## src/rtl/core/pipc_pkg.sv

```systemverilog
// pipc_pkg: shared types and constants for the point-in-polygon crossing block
// used by pipc_front, pipc_back and the top level; depends on nothing

package pipc_pkg;

    localparam int FieldBits = 32;

    localparam logic OpStart  = 1'b0;
    localparam logic OpVertex = 1'b1;

    localparam logic [1:0] TallyZero = 2'd0;
    localparam logic [1:0] TallyOne  = 2'd1;
    localparam logic [1:0] TallyFull = 2'd3;

    // control half of one edge job, coordinates travel beside it
    typedef struct packed {
        logic lane0_en;
        logic lane1_en;
        logic fresh;
        logic emit;
        logic too_few;
        logic mode;
    } job_ctl_t;

endpackage

```

## src/rtl/core/pipc_in_if.sv

```systemverilog
// pipc_in_if: input channel of the crossing block, one point or vertex per beat
// depends on nothing

interface pipc_in_if;
    logic               valid;
    logic               ready;
    logic               op;
    logic signed [31:0] coord_x;
    logic signed [31:0] coord_y;
    logic               last_vertex;

    modport source (output valid, output op, output coord_x, output coord_y,
                    output last_vertex, input ready);
    modport sink   (input valid, input op, input coord_x, input coord_y,
                    input last_vertex, output ready);
endinterface

```

## src/rtl/core/pipc_front.sv

```systemverilog
// pipc_front: takes input beats, tracks query point and vertex history,
// and issues edge jobs into the queue; depends on pipc_pkg and pipc_in_if

module pipc_front #(
    parameter int COORD_BITS = 32
) (
    input  logic                            clk,
    input  logic                            rst_n,
    pipc_in_if.sink                         vtx,
    input  logic                            cfg_we,
    input  logic                            cfg_data,
    input  logic                            job_room,
    output logic                            job_push,
    output logic [8*COORD_BITS+5:0]         job_data
);
    import pipc_pkg::*;

    localparam int CB = COORD_BITS;

    logic signed [CB-1:0] cx, cy, fx;
    logic signed [CB-1:0] fy;
    logic signed [CB-1:0] qx_reg, qy_reg, qx_next, qy_next;
    logic signed [CB-1:0] fx_reg, fy_reg, fx_next, fy_next;
    logic signed [CB-1:0] px_reg, py_reg, px_next, py_next;
    logic [1:0]           tally_reg, tally_next, tally_inc;
    logic                 mode_reg;
    logic                 beat;
    job_ctl_t             ctl;

    if (CB <= FieldBits)
    begin : g_narrow
        assign cx = vtx.coord_x[CB-1:0];
        assign cy = vtx.coord_y[CB-1:0];
    end
    else
    begin : g_wide
        assign cx = {{(CB - FieldBits){vtx.coord_x[FieldBits-1]}}, vtx.coord_x};
        assign cy = {{(CB - FieldBits){vtx.coord_y[FieldBits-1]}}, vtx.coord_y};
    end

    assign vtx.ready = job_room;
    assign beat      = vtx.valid && vtx.ready;

    // first vertex closes on itself when it is also the last
    assign fx = (tally_reg == TallyZero) ? cx : fx_reg;
    assign fy = (tally_reg == TallyZero) ? cy : fy_reg;

    assign tally_inc = (tally_reg == TallyFull) ? TallyFull : tally_reg + 1'b1;

    always_comb
    begin
        ctl.lane0_en = (tally_reg != TallyZero);
        ctl.lane1_en = vtx.last_vertex;
        ctl.fresh    = (tally_reg == TallyZero) || (tally_reg == TallyOne);
        ctl.emit     = vtx.last_vertex;
        ctl.too_few  = (tally_inc != TallyFull);
        ctl.mode     = mode_reg;
    end

    assign job_push = beat && (vtx.op == OpVertex)
                      && ((tally_reg != TallyZero) || vtx.last_vertex);
    assign job_data = {ctl, qx_reg, qy_reg, px_reg, py_reg, cx, cy, fx, fy};

    always_comb
    begin
        qx_next    = qx_reg;
        qy_next    = qy_reg;
        fx_next    = fx_reg;
        fy_next    = fy_reg;
        px_next    = px_reg;
        py_next    = py_reg;
        tally_next = tally_reg;
        if (beat)
        begin
            case (vtx.op)
                OpStart:
                begin
                    qx_next    = cx;
                    qy_next    = cy;
                    tally_next = TallyZero;
                end
                OpVertex:
                begin
                    fx_next    = fx;
                    fy_next    = fy;
                    px_next    = cx;
                    py_next    = cy;
                    tally_next = vtx.last_vertex ? TallyZero : tally_inc;
                end
                default:
                begin
                    tally_next = tally_reg;
                end
            endcase
        end
    end

    always_ff @(posedge clk or negedge rst_n)
    begin
        if (!rst_n)
        begin
            qx_reg    <= '0;
            qy_reg    <= '0;
            tally_reg <= TallyZero;
            mode_reg  <= 1'b1;
        end
        else
        begin
            qx_reg    <= qx_next;
            qy_reg    <= qy_next;
            tally_reg <= tally_next;
            if (cfg_we)
            begin
                mode_reg <= cfg_data;
            end
        end
    end

    // only read once tally shows a vertex was stored
    always_ff @(posedge clk)
    begin
        fx_reg <= fx_next;
        fy_reg <= fy_next;
        px_reg <= px_next;
        py_reg <= py_next;
    end

endmodule

```

## src/flat_wrapper.sv

```systemverilog
// flat-port wrapper written by rule: the top's interface ports become plain ports
module pipc_front_flat import pipc_pkg::*;
#(
    parameter int COORD_BITS = 32
)
  (clk, rst_n, cfg_we, cfg_data, job_room, job_push, job_data, vtx_valid, vtx_op, vtx_coord_x, vtx_coord_y, vtx_last_vertex, vtx_ready);
  pipc_in_if vtx_i ();
  input  logic clk;
  input  logic rst_n;
  input  logic cfg_we;
  input  logic cfg_data;
  input  logic job_room;
  output logic job_push;
  output logic [8*COORD_BITS+5:0] job_data;
  input wire logic [$bits(vtx_i.valid)-1:0] vtx_valid;
  input wire logic [$bits(vtx_i.op)-1:0] vtx_op;
  input wire logic [$bits(vtx_i.coord_x)-1:0] vtx_coord_x;
  input wire logic [$bits(vtx_i.coord_y)-1:0] vtx_coord_y;
  input wire logic [$bits(vtx_i.last_vertex)-1:0] vtx_last_vertex;
  output wire logic [$bits(vtx_i.ready)-1:0] vtx_ready;
  assign vtx_i.valid = vtx_valid;
  assign vtx_i.op = vtx_op;
  assign vtx_i.coord_x = vtx_coord_x;
  assign vtx_i.coord_y = vtx_coord_y;
  assign vtx_i.last_vertex = vtx_last_vertex;
  assign vtx_ready = vtx_i.ready;
  pipc_front #(.COORD_BITS(COORD_BITS)) u_core (.clk(clk), .rst_n(rst_n), .vtx(vtx_i), .cfg_we(cfg_we), .cfg_data(cfg_data), .job_room(job_room), .job_push(job_push), .job_data(job_data));
endmodule
```

## config.mk

```make
export PLATFORM = sky130hd
export DESIGN_NAME = pipc_front_flat
export DESIGN_NICKNAME = d
export VERILOG_FILES = /design/src/rtl/core/pipc_pkg.sv /design/src/rtl/core/pipc_in_if.sv /design/src/rtl/core/pipc_front.sv /design/src/flat_wrapper.sv
export SDC_FILE = /design/constraint.sdc
export NUM_CORES = 1
export LEC_CHECK = 0
export ABC_AREA = 0
export BUFFER_PORTS_ARGS = -buffer_cell sky130_fd_sc_hd__buf_2
export CELL_PAD_IN_SITES_DETAIL_PLACEMENT = 1
export CELL_PAD_IN_SITES_GLOBAL_PLACEMENT = 2
export CORE_ASPECT_RATIO = 0.9
export CORE_MARGIN = 5
export CORE_UTILIZATION = 35
export DETAILED_ROUTE_END_ITERATION = 10
export GPL_TIMING_DRIVEN = 1
export PLACE_DENSITY = 0.83
export SKIP_LAST_GASP = 1
export SLEW_MARGIN = 5
export SYNTH_ARGS = -nofsm -noshare
export SYNTH_HDL_FRONTEND = slang
export SYNTH_SLANG_ARGS = --single-unit
```

## constraint.sdc

```tcl
create_clock -name clk -period 6.4 [get_ports clk]
set_input_delay 0.64 -clock clk [delete_from_list [all_inputs] [get_ports clk]]
set_output_delay 0.64 -clock clk [all_outputs]
set_load 0.02 [all_outputs]
```

**Word-level counts from Yosys, hierarchy flattened**

Index checks and enable logic that the tools add are counted.

- Logic and storage cells: 27
- Register bits: 195

- Reductions and logical operators: 9
- Bitwise operators: 1
- Mux-type cells: 5
- Add/subtract/negate cells: 1
- Equal/unequal tests: 3

Operator list:

| cell | number |
|---|---|
| two-way mux 32 bit | 2 |
| two-way mux 2 bit | 2 |
| one-hot mux 2 bit (2 select lines) | 1 |
| AND reduction 2 bit | 2 |
| logical AND 1 bit | 3 |
| adder 2 x 1 -> 2 bit (second input constant) | 1 |
| == test 2 x 1 -> 1 bit (second input constant) | 1 |
| == test 2 bit (second input constant) | 1 |
| logical NOT 2 bit | 1 |
| logical OR 1 bit | 2 |
| != test 2 bit (second input constant) | 1 |
| nonzero test 2 bit | 1 |
| inverter 1 bit | 1 |

**Longest topological paths before layout**

- Word-level depth: 4
- Gate-level depth with buffers: 4

**Worst setup path before layout**

OpenSTA, ideal clock, no wires.

- Path type: input to output
- Start: input vtx_valid
- End: output job_push
- Arrival time: 2.636 ns
- Cell stages on the path: 2
- Path slack: 3.124 ns
- Required time: 5.760 ns
- Cells stage by stage: and3_2 > o21a_1

- Cells in the longest elaborated chain, start to end: 3

RTL lines:

| item | RTL line | RTL |
|---|---|---|
| start, declared | flat_wrapper.sv:15 | `input wire logic [$bits(vtx_i.valid)-1:0] vtx_valid;` |
| logical AND 1 bit | pipc_front.sv:42 | `assign beat = vtx.valid && vtx.ready;` |
| logical AND 1 bit | pipc_front.sv:60 | `assign job_push = beat && (vtx.op == OpVertex)` |
| logical AND 1 bit | pipc_front.sv:61 | `&& ((tally_reg != TallyZero) \|\| vtx.last_vertex);` |
| end, declared | flat_wrapper.sv:13 | `output logic job_push;` |

Every way passes these cells.

**Final worst setup path**

- Start: register u_core.tally_reg[0]
- End: output job_data[50]

- Cells in the longest elaborated chain, start to end: 2

RTL lines:

| item | RTL line | RTL |
|---|---|---|
| start, declared | pipc_front.sv:25 | `logic [1:0] tally_reg, tally_next, tally_inc;` |
| start signal, assigned | pipc_front.sv:104 | `tally_reg <= TallyZero;` |
| start signal, assigned | pipc_front.sv:111 | `tally_reg <= tally_next;` |
| logical NOT 2 bit | pipc_front.sv:45 | `assign fx = (tally_reg == TallyZero) ? cx : fx_reg;` |
| two-way mux 32 bit | pipc_front.sv:45 |  |
| end, declared | flat_wrapper.sv:14 | `output logic [8*COORD_BITS+5:0] job_data;` |

Every way passes these cells.

==> summary.txt <==
Floorplanning
  • Core area: 0.0224 sq mm
  • IO Pins: ~340
  • Die height: 153 um
  • Starting Density: 0.356
  • Die area: about 0.026 sq mm
  • Die Wd: 169 um
  • Placement Rows: 52

Cells and area
  • Final Util: 0.443
  • Most common cell after layout, fill and taps aside: buf_2
  • Inserted Diodes: 0
  • Post-layout nets: approximately 770
  • Layout Area Growth over Synthesis: 24.4%
  • Fin cells: 1005
  • Layout cells sized above 1: 0.710
  • Most frequent cells in the layout: buf_2 (334), edfxtp_1 (128), mux2_2 (69)
  • Fill cells: 2324

Synth
  • Mux contribution to synthesized area: 0.210
  • Synth Cell Area: 0.00798 sq mm
  • Leading area contributor after synthesis: edfxtp_1
  • Synth Area in Adders: 0
  • Synth Area in Compound Gates: 0.00439
  • Number of synthesized register bits: 195
  • Yosys cell types: 20
  • Cells after Synth: 419
  • YS warnings: 0
  • Post-synthesis simple-gate area fraction: 0.00596
  • Synth top area share: 0.481
  • Post-Syn Nets: just under 500
  • Xor/xnor share of the synthesized area: 0
  • Largest family of logic cells by synthesized area: multiplexers
  • Synth area leaders: edfxtp_1 (48%), dfrtp_1 (21%), mux2_4 (11%)
  • Sequential share of the synthesized area: 0.692
  • Post-Syn Area per Cell: 19.1 sq um

Clock network
  • CTS resizes: 0
  • Post-CTS setup buffers: 0
  • Num CTS Buffers: 17
  • H-tree depth: 4
  • Clk root buf: clkbuf_16
  • CTS tree: built
  • Clock slew at reported path FFs: 0.07 ns
  • Clk sink count: approximately 200
  • CTS Buffer Depth: 2
  • Clk_lat worst skew: 0.41 ns
  • Cts hold-fix bufs: 0

Place
  • Hpwl dp: 14.4 mm
  • # port buffers: 335
  • Routability-driven placement congestion ratio: 0.759
  • Placed Instances: around 970

Power
  • LEAKAGE: 4.47 nW
  • Tot Pwr: 0.00336 W
  • Max rail drop VDD: ~0.15 mV
  • Pwr per Cell Area: 338 mW/mm^2

Job
  • Max cap viols: 0

Status
  • Outcome: finished, final reports clean

Worst setup path
  • Crit path DAT: 2.74 ns
  • Critical path required time: 5.76 ns
  • Startpoint types: flop
  • WS Path Type: reg -> out
  • Slowest cell delay on critical path: 0.59 ns
  • CP Capture Type: output pin
  • Cells along the critical path: nor2_4 -> buf_4 -> inv_1 -> mux2_2 -> buf_2
  • Highest-delay cell along the critical path: nor2_4
  • CP Max Fanout: 39

GRT
  • Gr usage total: 0.148
  • Initial antenna violation count: 0
  • Number of global-route vias before repair: 5045
  • First-pass GRT wire length: 30.2 mm
  • Remaining global-route overflow: 0
  • Largest net degree at the start of global routing: between 70 and 80

STA
  • RSZ-0062 raised after global routing: no
  • Max-slew headroom: 0.287
  • Final Cycle Share: 0.528
  • Final Hold Vio Count: 0
  • Min Tclk post-route: 3.38 ns
  • Measured slew at the worst slew-check pin: 1.07 ns
  • Final setup fails: 0
  • F_max: 0.296 GHz
  • Layout Skew: 0.00548 ns
  • Setup TNS Final: 0 ns
  • Final Slew Violations: 0

Drt
  • Detailed Route Iter0 Violations: 189
  • Vias: around 4500
  • Avg WL per Cell: 19.7 um
  • Residual DRC: 0
  • Vias per inst: around 4.5
  • Post-route ant nets: 0
  • Final wirelength: 19.8 mm
  • DRT Pass-1 Iters: 4

Hold path
  • Hold WC Path Type: in -> async
Yosys cell counts (all sizes together):
| cell type | number |
|---|---|
| a21boi | 1 |
| a2bb2oi | 1 |
| a41o | 1 |
| and3 | 1 |
| buf | 82 |
| dfrtp | 66 |
| dfstp | 1 |
| edfxtp | 128 |
| inv | 2 |
| mux2 | 129 |
| nand2 | 1 |
| nand2b | 1 |
| nand3 | 1 |
| nand3b | 1 |
| nor2 | 1 |
| nor2b | 1 |
| o21a | 1 |
layer usage:
layer  up-vias  track usage  wire length (um)  part of all wire
li1       2020            -                 -                 -
met1      2306        0.169              7660              0.39
met2       187        0.270             10600              0.53
met3        14       0.0426              1400             0.071
met4         0       0.0364               176            0.0089
met5         -            0                 0                 0
cells by family after synthesis:
| logic type | Yosys count |
|---|---|
| multiplexers | 129 |
| buffers and inverters | 84 |
| AND/OR/NAND/NOR | 7 |
| flip-flops | 195 |
| AO/OA/AOI/OAI | 4 |
per-stage QoR:
stage	cell area, sq um	setup slack, ns	hold WS [ns]
after global placement	9370	3.47	0.487
after floorplan	7980	3.12	0.344
final	9940	3.02	0.349
after CTS	9940	2.94	0.389
after global routing	9940	2.82	0.411
after detailed placement	9370	3.41	0.487
layout make-up:
| class | count | area, sq um | share of cell area |
|---|---|---|---|
| timing repair buffer | 339 | 1710 | 0.172 |
| inverter | 2 | 7.51 | 0.000756 |
| clock inverter | 13 | 119 | 0.0120 |
| tap | 297 | 372 | 0.0374 |
| multi-input combinational | 140 | 1760 | 0.178 |
| sequential | 195 | 5520 | 0.556 |
| clock buffer | 19 | 443 | 0.0446 |
path summary, 6_finish.rpt:
path	startpoint	cells after the start	slack, ns	endpoint
max reg2reg	u_core.tally_reg[0]	4	3.99	u_core.fx_reg[18]
min	rst_n	1	0.35	u_core.qx_reg[31]
max in group asynchronous	rst_n	1	5.44	u_core.qy_reg[28]
min reg2reg	u_core.qx_reg[31]	1	0.50	u_core.qx_reg[31]
max	u_core.tally_reg[0]	5	3.02	job_data[50]
min in group clk	vtx_coord_x[5]	1	0.43	u_core.px_reg[5]
critical path, delay by kind of cell, from the launching register on:
kind / cells / cell delay (ns)
flops: 1 / 0.43
mux: 1 / 0.32
buf+inv: 3 / 0.94
simple gates: 1 / 0.59
where the power goes:
part,total (W),switching (W),internal (W),leakage (nW)
combinational,0.000799,0.000478,0.000321,2.22
sequential,0.00154,0.0000563,0.00148,1.97
clock,0.00102,0.000495,0.000525,0.276
(Power assumes the default switching activity.)
