===== config.mk =====
export PLATFORM = sky130hd
export DESIGN_NAME = pipc_fifo
export DESIGN_NICKNAME = d
export VERILOG_FILES = /design/src/rtl/core/pipc_fifo.sv
export SDC_FILE = /design/constraint.sdc
export NUM_CORES = 1
export LEC_CHECK = 0
export ABC_AREA = 1
export BUFFER_PORTS_ARGS = -buffer_cell sky130_fd_sc_hd__clkbuf_2
export CORE_MARGIN = 2
export CORE_UTILIZATION = 40
export CTS_CLUSTER_DIAMETER = 30
export DETAILED_ROUTE_END_ITERATION = 6
export PLACE_DENSITY_LB_ADDON = 0.3
export SYNTH_ARGS = -nofsm -noshare
export SYNTH_HDL_FRONTEND = slang
export SYNTH_SLANG_ARGS = --single-unit

===== constraint.sdc =====
create_clock -name clk -period 1.1 [get_ports clk]
set_input_delay 0.22 -clock clk [delete_from_list [all_inputs] [get_ports clk]]
set_output_delay 0.22 -clock clk [all_outputs]
set_load 0.01 [all_outputs]

===== src/rtl/core/pipc_fifo.sv =====
// pipc_fifo: small register queue of edge jobs between front and back
// depends on nothing

module pipc_fifo #(
    parameter int WIDTH = 8,
    parameter int DEPTH = 2
) (
    input  logic             clk,
    input  logic             rst_n,
    input  logic             push,
    input  logic [WIDTH-1:0] push_data,
    output logic             push_ready,
    input  logic             pop,
    output logic             pop_valid,
    output logic [WIDTH-1:0] pop_data
);
    localparam int IdxBits = (DEPTH > 1) ? $clog2(DEPTH) : 1;
    localparam int CntBits = $clog2(DEPTH + 1);

    logic [WIDTH-1:0]   mem_reg [DEPTH];
    logic [IdxBits-1:0] wr_ptr_reg, wr_ptr_next;
    logic [IdxBits-1:0] rd_ptr_reg, rd_ptr_next;
    logic [CntBits-1:0] count_reg, count_next;

    function automatic logic [IdxBits-1:0] bump(input logic [IdxBits-1:0] p);
        logic [IdxBits-1:0] r;
        if (p == IdxBits'(DEPTH - 1))
        begin
            r = '0;
        end
        else
        begin
            r = p + 1'b1;
        end
        return r;
    endfunction

    assign push_ready = (count_reg != CntBits'(DEPTH));
    assign pop_valid  = (count_reg != '0);
    assign pop_data   = mem_reg[rd_ptr_reg];

    always_comb
    begin
        wr_ptr_next = push ? bump(wr_ptr_reg) : wr_ptr_reg;
        rd_ptr_next = pop ? bump(rd_ptr_reg) : rd_ptr_reg;
        count_next  = count_reg;
        if (push && !pop)
        begin
            count_next = count_reg + 1'b1;
        end
        else if (pop && !push)
        begin
            count_next = count_reg - 1'b1;
        end
    end

    always_ff @(posedge clk or negedge rst_n)
    begin
        if (!rst_n)
        begin
            wr_ptr_reg <= '0;
            rd_ptr_reg <= '0;
            count_reg  <= '0;
        end
        else
        begin
            wr_ptr_reg <= wr_ptr_next;
            rd_ptr_reg <= rd_ptr_next;
            count_reg  <= count_next;
        end
    end

    always_ff @(posedge clk)
    begin
        if (push)
        begin
            mem_reg[wr_ptr_reg] <= push_data;
        end
    end

endmodule


# == Word level (Yosys, flattened, before mapping) ==
# Memory sizes are Yosys's and may differ from the RTL's.
# Index checks and enable logic that the tools add are counted.
# op_classes
n_reduce_logical,6
n_addsub,4
eq_ne,1
n_mux,6
# ops
op,count
1-bit 2-to-1 mux,4
2-bit 2-to-1 mux,2
2-bit nonzero test,2
1-bit adder (second input constant),2
2-bit by 1-bit adder with 2-bit output (second input constant),1
1-bit logical AND,2
1-bit logical NOT,2
2-bit inequality test (second input constant),1
2-bit by 1-bit subtractor with 2-bit output (second input constant),1
# word_totals
ram_bits,16
input_bits,12
out_inout_bits,10
memories,1
reg_bits,4
# mem_list
name,words,width,read_ports,rd_clocked_by_memory_dff,wr,line,text
mem_reg,2,8,1,0,1,20,logic [WIDTH-1:0] mem_reg [DEPTH];

# == Logic depth before layout (Yosys ltp) ==
# Gate-level depths: netlist (run 1).
# depth
ltp_word,4
ltp_mapped,7
ltp_nobuf,7

# == Least setup slack after synthesis (run 1) ==
# No wires, ideal clock.
# synth_path
path_kind,reg2reg
from,reg wr_ptr_reg
to,mem mem_reg[0][0] (enable)
setup_time_ps,370
t_arrival_ps,773
path_stages_with_launch,2
setup_slack_ps,-43
cell_sequence,dfrtp_1 nor2_1
# synth_rtl
item,line,text
start: declaration,21,"logic [IdxBits-1:0] wr_ptr_reg, wr_ptr_next;"
start signal: assignment,67,wr_ptr_reg <= wr_ptr_next;
end: declaration,20,
# Straight into the memory's write port.

# == Worst setup path after layout (run 1) ==
# layout_path
from,reg rd_ptr_reg
to,out pop_data[6]
# layout_between
elab_chain_cells,1
# layout_lines
item,line,text
start: declaration,22,"logic [IdxBits-1:0] rd_ptr_reg, rd_ptr_next;"
start signal: assignment,68,rd_ptr_reg <= rd_ptr_next;
memory 2 x 8 bit,-,
end: declaration,15,output logic [WIDTH-1:0] pop_data
# No other way between the ends.

==> impl_results.md, run 1 <==
- Outcome: finished, violations left
- Failing checks: setup timing
- Max-cap violations: 0
- Yosys top cell area share: 58.7%
- Reg-to-Reg End: rd_ptr_reg
- Synth Area in Simple Gates: just over 5%
- Clk pwr share: 13.1%
- Antenna cells: 0
- Vias in the first global route: between 400 and 500
- Most numerous cell in the Yosys netlist: edfxtp_1
- Yosys Warn Count: 0
- Max FFs per register: 16
- Max IR drop VDD: ~1100 uV
- Number of DRC markers in iteration 0: 10
- Via density: around 4.3
- Root Driver: clkbuf_4
- Initial core utilization: between 40% and 50%
- ANT nets after route: 0
- Drt total wl: 1160 um
- Total Routing Usage GR: a little over a tenth
- Hold_ws: 0.112 ns
- Post-synthesis sequential area ratio: between 70 and 80%
- Post-DP Area: about 970 um2
- Post-route insts no fill: 110
- RD Place Congestion: approximately 0.75
- Port Buf Inserts: 21
- PD cells: roughly 2400 mW/mm2
- Die width: just under 50 um
- I/O pins: 22
- Cell Chain, Critical Path: buf_6 > mux2_4 > buf_6
- Reg-to-reg setup timing slack: roughly 0.03 ns
- Primary FF master, synth: edfxtp_1
- Clock tree buffer depth: 2
- Die H: around 49 um
- Critical-path top delay cell: dfrtp_2
- Pin count of the biggest net entering global routing: 12
- Slew HR: 87.6%
- Post-Synthesis Cell Area: approximately 800 um2
- CP Class: reg -> out
- Most frequent cells after synthesis: edfxtp_1 (16), mux2_4 (8), inv_1 (7), nand2_1 (7), dfrtp_1 (4)
- HPWL after detailed placement: about 800 um
- CP Launch Type: flop
- Clk_lat worst skew: 0.29 ns
- Crit-path max cell delay: 0.44 ns
- Gate Count Post-Synth: 50
- Final worst path period need: between 1.5 and 2 ns
- Post-synth EDFFs: 16
- Tot Pwr: 2.58 mW
- Worst setup EP type: output pin
- # nets final: 97
- Fin util: a little under three fifths
- Share of cells above drive strength 1: a little under three fifths
- Synth Register Bits: 20
- P_int: 1.82 mW
- Asr flop ratio synth: between 20% and 30%
- Top post-synthesis cells by area: edfxtp_1 (59%), mux2_4 (15%), dfrtp_1 (12%)
- Switch Pwr: around 760 uW
- Fin Setup TNS: -3.28 ns
- Worst r2r src: rd_ptr_reg
- Sw Share: ~29%
- Clk sinks: 20
- Hold Crit Depth: 1
- Static Leakage: just under 0.5 nW
- Worst Hold End: mem_reg[1][3]
- DRT Pass-1 Iters: 4
- Clock skew: around 0.0055 ns
- TritonCTS clock tree: yes
- Critical Path Fanout Max: 5
- RSZ-0062 raised after global routing: yes
- Syn avg cell area: 16.4 um2
- Core Box Area: between 0.0015 and 0.002 mm2
- Final WS setup: -0.407 ns
- DRC viols: 0
- Unique cell type count in the Yosys netlist: 12
- Remaining global-route overflow: 0
- Hold Vio Cnt, Final: 0
- Flop pwr share: a little over two fifths
- Number of CTS-inserted buffers: 3
- Via count: around 470
- Synth Area in Compound Gates: 0%
- Drt wl/cell: ~11 um
- Mux cell area share after synthesis: between 10% and 20%
- Hold path startpoint: push_data[3]
- Adder-cell share of the synthesized area: 1.53%
- First-pass GRT wire length: about 2000 um
- Crit share post-route: 137%
- Die area: 0.00242 mm2
- Dpl ws: -0.241 ns
- CP required: approximately 0.88 ns
- Row cnt: 16
- Area grow syn2layout: 32.6%
- Final setup vio count: 10
- Clk slew on worst S/H paths: between 0.1 and 0.15 ns
- Hold Path Class: in -> reg
- Worst-Margin Slew: approximately 0.19 ns
- Worst R2R Path Depth: 4
- Largest family of logic cells by synthesized area: multiplexers
- Leading area contributor after synthesis: edfxtp_1
- Combinational power share: 43.2%
- Design Area, Final: ~0.0011 mm2
- Crit-path most repeated cell: buf_6
- Final Max Slew Viols: 0
- Cells after DPL: 100
- H-tree depth: 1
- Max Fclk: 0.663 GHz
- Worst Path Arrival: 1.29 ns
- Post-Synth XOR/XNOR Area: between 3 and 4%
- Initial antenna violation count: 0
- Net Count, Synth: 63
-- cells in the final DEF, fill, tap and decap left out --
master	count
nand2_2	1
dfrtp_2	1
inv_1	4
clkbuf_4	3
xor2_1	2
nand4_1	1
buf_4	6
mux2_4	8
inv_2	2
dfrtp_1	3
ha_1	1
nand2_1	6
dlygate4sd3_1	1
clkinv_1	1
xnor2_1	1
buf_6	6
nand3_1	1
nor2_2	1
edfxtp_1	16
clkbuf_2	17
clkinvlp_4	1
-- critical path: cells and delay by family (launching register included) --
family / cells / cell delay, ns
buf+inv: 2 / 0.26
flops: 1 / 0.44
mux: 1 / 0.30
-- worst max path at each step --
stage / from / end / slack [ns] / cells past startpoint
5_1_grt: rd_ptr_reg / pop_data[1] / -0.46 / 3
4_1_cts: rd_ptr_reg / pop_data[6] / -0.40 / 3
3_3_place_gp: rd_ptr_reg / pop_data[1] / -0.23 / 2
3_5_place_dp: rd_ptr_reg / pop_data[1] / -0.24 / 2
6_report: rd_ptr_reg / pop_data[6] / -0.41 / 3
2_1_floorplan: rd_ptr_reg / pop_data[0] / 0.08 / 2
-- power groups by stage --
stage	Combinational [mW]	Clock (mW)	Sequential, mW
floorplan	0.611	0	1.11
global placement	0.772	0	1.20
detailed placement	0.785	0	1.21
CTS	1.01	0.352	1.12
global route	1.22	0.392	1.15
finish	1.12	0.338	1.13
-- repair_timing --
action	4_1_cts	5_1_grt
setup endpoints to repair	10	18
buffers inserted	4	1
pin swaps	1	0
hold endpoints to repair	4	0
hold buffers	1	0
gates resized for setup	5	11
-- routing by layer --
layer / share of wire [%] / wire [um] / global-route usage, % / vias up
li1: - / - / - / 239
met1: 43 / 504 / 13.4 / 218
met2: 52 / 602 / 16.9 / 12
met3: 5.0 / 58 / 3.99 / 0
met4: 0 / 0 / 5.71 / 0
met5: 0 / 0 / 0 / -
-- kinds of logic after synthesis --
| logic type | count (synthesis) |
|---|---|
| flops | 20 |
| simple gates | 10 |
| buf+inv | 8 |
| mux | 8 |
| xor+xnor | 3 |
| fa+ha+maj | 1 |
-- final cells by class --
| type | instances | area [um2] |
|---|---|---|
| Tap cell | 27 | 33.8 |
| Clock inverter | 1 | 3.75 |
| Sequential cell | 20 | 582 |
| Multi-Input combinational cell | 22 | 205 |
| Fill cell | 175 | 857 |
| Inverter | 7 | 30.0 |
| Clock buffer | 3 | 22.5 |
| Timing Repair Buffer | 30 | 208 |
No activity file was read; power rests on OpenSTA's default activity.
==> run 2: changes to the inputs <==
Settings changed: RECOVER_POWER from default to 100.
==> impl_results.md, run 2 (synthesis gave the netlist of run 1 again) <==
- RD Place Congestion: between 0.7 and 0.8
- Post-route insts no fill: 110
- Clock skew: between 0.003 and 0.004 ns
- CP required: slightly below 0.9 ns
- Cells after DPL: 100
- Worst setup EP type: output pin
- Max FFs per register: 16
- Drt total wl: ~1200 um
- Most frequent cells in the layout: edfxtp_1 (16), clkbuf_2 (10), mux2_4 (8), clkbuf_1 (8), nand2_1 (7)
- Max IR drop VDD: between 1000 and 1500 uV
- CP Launch Type: flop
- H-tree depth: 1
- Max-cap violations: 0
- DRT Pass-1 Iters: 4
- Leading cell type in the layout, fill and taps excluded: edfxtp_1
- Area grow syn2layout: 29.8%
- CP Class: reg -> out
- Row cnt: 16
- Failing checks: setup timing
- I/O pins: 22
- Drt wl/cell: ~11 um
- Core Box Area: between 0.0015 and 0.002 mm2
- Port Buf Inserts: 21
- Clock tree buffer depth: 2
- Final Max Slew Viols: 0
- Via count: 460
- Antenna cells: 0
- Initial antenna violation count: 0
- Worst-Margin Slew: 0.211 ns
- Number of CTS-inserted buffers: 3
- Hold Vio Cnt, Final: 0
- Critical Path Fanout Max: 5
- # nets final: 97
- Number of DRC markers in iteration 0: 8
- Final setup vio count: 10
- Die H: a little under 50 um
- Share of cells above drive strength 1: between 40% and 50%
- RSZ-0062 raised after global routing: yes
- Remaining global-route overflow: 0
- CP startpoint: rd_ptr_reg
- Final worst path period need: 1.50 ns
- Root Driver: clkbuf_4
- Slew HR: around 86%
- Via density: 4.18
- Outcome: finished, violations left
- Fillers: around 180
- Clk slew on worst S/H paths: between 0.1 and 0.15 ns
- Worst r2r src: rd_ptr_reg
- Die area: approximately 0.0024 mm2
- HPWL after detailed placement: roughly 800 um
- Dpl ws: -0.241 ns
- Vias in the first global route: ~470
- Clk sinks: 20
- Total Routing Usage GR: between 10% and 20%
- Worst setup path endpoint: pop_data[6]
- Reg-to-reg setup timing slack: around 0.030 ns
- ANT nets after route: 0
- PD cells: around 2400 mW/mm2
- Worst R2R Path Depth: 4
- Final WS setup: -0.403 ns
- Initial core utilization: between 40% and 50%
- Clk_lat worst skew: between 0.2 and 0.3 ns
- Tot Pwr: 2.53 mW
- Die width: around 49 um
- Hold Path Class: in -> reg
- Reg-to-Reg End: rd_ptr_reg
- DRC viols: 0
- First-pass GRT wire length: 1950 um
- Pin count of the biggest net entering global routing: 12
- Max Fclk: ~0.67 GHz
- Static Leakage: ~0.46 nW
- Worst Path Arrival: approximately 1.3 ns
- Fin util: between 50% and 60%
- Crit share post-route: 137%
- TritonCTS clock tree: yes
## run 2: where the power goes
part | internal (mW) | leakage (nW) | switching, mW
logic | 0.622 | 0.249 | 0.454
registers | 1.03 | 0.196 | 0.0889
clock network | 0.132 | 0.0154 | 0.205
total | 1.78 | 0.460 | 0.748
## run 2: stage by stage
step / instance area (um2) / hold slack, ns / TNS (ns)
3_5_place_dp: 971 / 0.0329 / -1.87
4_1_cts: 1050 / 0.104 / -3.27
3_3_place_gp: 971 / 0.0357 / -1.77
6_report: 1060 / 0.116 / -3.23
2_1_floorplan: 821 / -0.0756 / 0
5_1_grt: 1060 / 0.0890 / -3.92
## run 2: worst min path at each step
| stage | startpoint | to | slack, ns | cells past startpoint |
|---|---|---|---|---|
| after floorplan | rst_n | count_reg[0] | -0.08 | 0 |
| after global placement | rst_n | count_reg[0] | 0.04 | 1 |
| after detailed placement | rst_n | count_reg[0] | 0.03 | 1 |
| after CTS | push_data[6] | mem_reg[0][6] | 0.10 | 1 |
| after global routing | push_data[5] | mem_reg[1][5] | 0.09 | 1 |
| final | push_data[6] | mem_reg[1][6] | 0.12 | 1 |
## run 2: cell type report
class	instances	area (um2)	share of cell area [%]
multi-input combinational	22	200	18.8
timing repair buffer	30	190	17.9
sequential	20	582	54.8
clock inverter	1	3.75	0.353
clock buffer	3	22.5	2.12
inverter	7	30.0	2.83
tap	27	33.8	3.18
## run 2: critical path, cell delays in order, from the launching register on
cell	delay (ns)
dfrtp_2	0.43
buf_6	0.14
mux2_4	0.30
buf_6	0.12
## run 2: metal layers
| layer | GRT usage (%) | share of wire, % | up-vias |
|---|---|---|---|
| met2 | 16.9 | 51 | 10 |
| met5 | 0 | 0 | - |
| li1 | - | - | 236 |
| met4 | 5.71 | 0 | 0 |
| met3 | 3.99 | 4.3 | 0 |
| met1 | 13.4 | 44 | 214 |
## run 2: repair_timing
item / 4_1_cts / 5_1_grt
buffers inserted: 4 / 1
pin swaps: 1 / 0
gates resized for setup: 5 / 11
endpoints found under the hold margin: 4 / 0
gates cloned: 0 / 0
hold buffers: 1 / 0
endpoints found under the setup margin: 10 / 18
==> run 3: changes to the inputs <==
Settings changed: ABC_AREA 1 to default, CTS_CLUSTER_SIZE from default to 12, GPL_TIMING_DRIVEN from default to 0.
==> impl_results.md, run 3 <==
- Crit share post-route: 133%
- Share of cells above drive strength 1: between 40 and 50%
- Die area: approximately 0.0024 mm2
- Hold Path Class: in -> reg
- DRT Pass-1 Iters: 1
- Syn avg cell area: approximately 20 um2
- CP Class: reg -> out
- Asr flop ratio synth: between 20% and 30%
- Top Usage Layer GRT: met2
- Yosys Warn Count: 0
- Worst-Margin Slew: ~0.26 ns
- PD cells: around 2400 mW/mm2
- Clk_lat worst skew: approximately 0.28 ns
- Final Max Slew Viols: 0
- CP startpoint: rd_ptr_reg
- Clock skew: roughly 0.0016 ns
- DRC viols: 0
- Final worst path period need: 1.47 ns
- Final WS setup: -0.367 ns
- First-pass GRT wire length: 1750 um
- M1 GR Usage: a little under an eighth
- Worst r2r src: count_reg[0]
- Post-synth EDFFs: 16
- Remaining global-route overflow: 0
- TritonCTS clock tree: yes
- Number of DRC markers in iteration 0: 0
- Max Fclk: between 0.6 and 0.7 GHz
- Static Leakage: between 0.4 and 0.5 nW
- Worst setup EP type: output pin
- Hold Vio Cnt, Final: 0
- Worst Path Arrival: about 1.3 ns
- Hold_ws: 0.114 ns
- Hold path startpoint: push_data[4]
- ANT nets after route: 0
- Cells after DPL: about 90
- H-tree depth: 1
- Initial core utilization: between 40% and 50%
- Net Count, Synth: 54
- Via count: approximately 430
- RSZ-0062 raised after global routing: yes
- Max FFs per register: 16
- Pin count of the biggest net entering global routing: 12
- Max-cap violations: 0
- CP Launch Type: flop
- Max IR drop VDD: around 1100 uV
- Failing checks: setup timing
- CP required: just under 0.9 ns
- Post-Synthesis Cell Area: ~800 um2
- Leading area contributor after synthesis: edfxtp_1
- Area grow syn2layout: 27.8%
- Most frequent cells in the layout: clkbuf_2 (16), edfxtp_1 (16), mux2_4 (8)
- Multi-input combinational cell area: 221 um2
- Drt wl/cell: between 10 and 15 um
- Most frequent cells after synthesis: edfxtp_1 (16), mux2_4 (8), dfrtp_1 (4), xor2_1 (4)
- Initial antenna violation count: 0
- Post-route insts no fill: 98
- Row cnt: 16
- Grt met3 use: between 2 and 3%
- Final setup vio count: 10
- Post-synthesis sequential area ratio: roughly 72%
- Drt total wl: approximately 1100 um
- Port Buf Inserts: 21
- Met2 usage: ~17%
- Total Routing Usage GR: around a tenth
- RD Place Congestion: 0.605
- Yosys top cell area share: roughly three fifths
- Die width: a little under 50 um
- Root Driver: clkbuf_4
- Clk sinks: 20
- Gate Count Post-Synth: 41
- Primary FF master, synth: edfxtp_1
- Reg-to-Reg End: count_reg[1]
- Number of CTS-inserted buffers: 3
- Die H: between 40 and 50 um
- I/O pins: 22
- Most numerous cell in the Yosys netlist: edfxtp_1
- Worst R2R Path Depth: 4
- Reg-to-reg setup timing slack: approximately 0.040 ns
- Clock tree buffer depth: 2
- Critical Path Fanout Max: 9
- Worst setup path endpoint: pop_data[7]
- Vias in the first global route: between 400 and 500
- Core Box Area: around 0.0019 mm2
- Outcome: finished, violations left
- Top post-synthesis cells by area: edfxtp_1 (60%), mux2_4 (15%), dfrtp_1 (13%)
- Fillers: 171
- Unique cell type count in the Yosys netlist: 13
- Antenna cells: 0
- Synth Register Bits: 20
- Slew HR: between 80% and 90%
- Clk slew on worst S/H paths: ~0.10 ns
- Via density: 4.42
- # nets final: 85
- Sequential Area: 581 um2
run 3: how the worst min path moves through the flow:
stage | endpoint | slack [ns] | cells past startpoint
floorplan | count_reg[0] | -0.08 | 0
global placement | count_reg[0] | 0.03 | 1
detailed placement | wr_ptr_reg | 0.03 | 1
CTS | mem_reg[0][4] | 0.10 | 1
global route | mem_reg[0][5] | 0.09 | 1
finish | mem_reg[0][4] | 0.11 | 1
run 3: metrics by stage:
stage	instance area [um2]	TNS, ns	power, mW	utilization, %	setup WS (ns)
finish	1020	-3.11	2.44	53.3	-0.367
CTS	1010	-3.31	2.44	52.8	-0.387
global placement	942	-0.969	1.95	49.0	-0.0612
detailed placement	942	-1.04	1.97	49.0	-0.0642
global route	1020	-3.73	2.59	53.3	-0.429
floorplan	803	0	1.71	-	0.0765
run 3: cells by family (layout without fill, tap and decap cells):
group	Yosys count	after routing	share of synthesized area (%)
flip-flops	20	20	72.5
multiplexers	8	8	15.0
XOR/XNOR	5	5	5.47
AND/OR/NAND/NOR	5	5	3.60
buffers and inverters	2	32	1.87
adder cells (fa/ha/maj)	1	1	1.56
run 3: power breakdown:
group	internal, mW	leakage [nW]	total [mW]	switching [mW]
clock network	0.132	0.0154	0.330	0.198
logic	0.577	0.226	0.996	0.420
registers	1.03	0.197	1.12	0.0891
total	1.74	0.438	2.44	0.707
run 3: critical path, stage by stage, from the launching register on:
cell and delay [ns]:
dfrtp_1 0.38, buf_6 0.15, mux2_4 0.30, clkbuf_2 0.13
run 3: layer usage:
| layer | up-vias | wire (um) |
|---|---|---|
| met3 | 0 | 49 |
| li1 | 209 | - |
| met2 | 12 | 600 |
| met4 | 0 | 0 |
| met5 | - | 0 |
| met1 | 212 | 470 |
run 3: timing repair:
item | CTS | global route
hold endpoints to repair | 4 | 0
hold buffers | 1 | 0
pin swaps | 0 | 2
endpoints found under the setup margin | 26 | 11
gates cloned | 0 | 0
gates resized for setup | 3 | 4
setup buffers | 3 | 2
run 3: layout make-up:
cell class                 instances  area share, %
sequential                        20           56.7
timing repair buffer              26           14.3
inverter                           1          0.367
buffer                             1           1.10
tap                               27           3.30
clock inverter                     1          0.367
multi-input combinational         19           21.6
clock buffer                       3           2.20
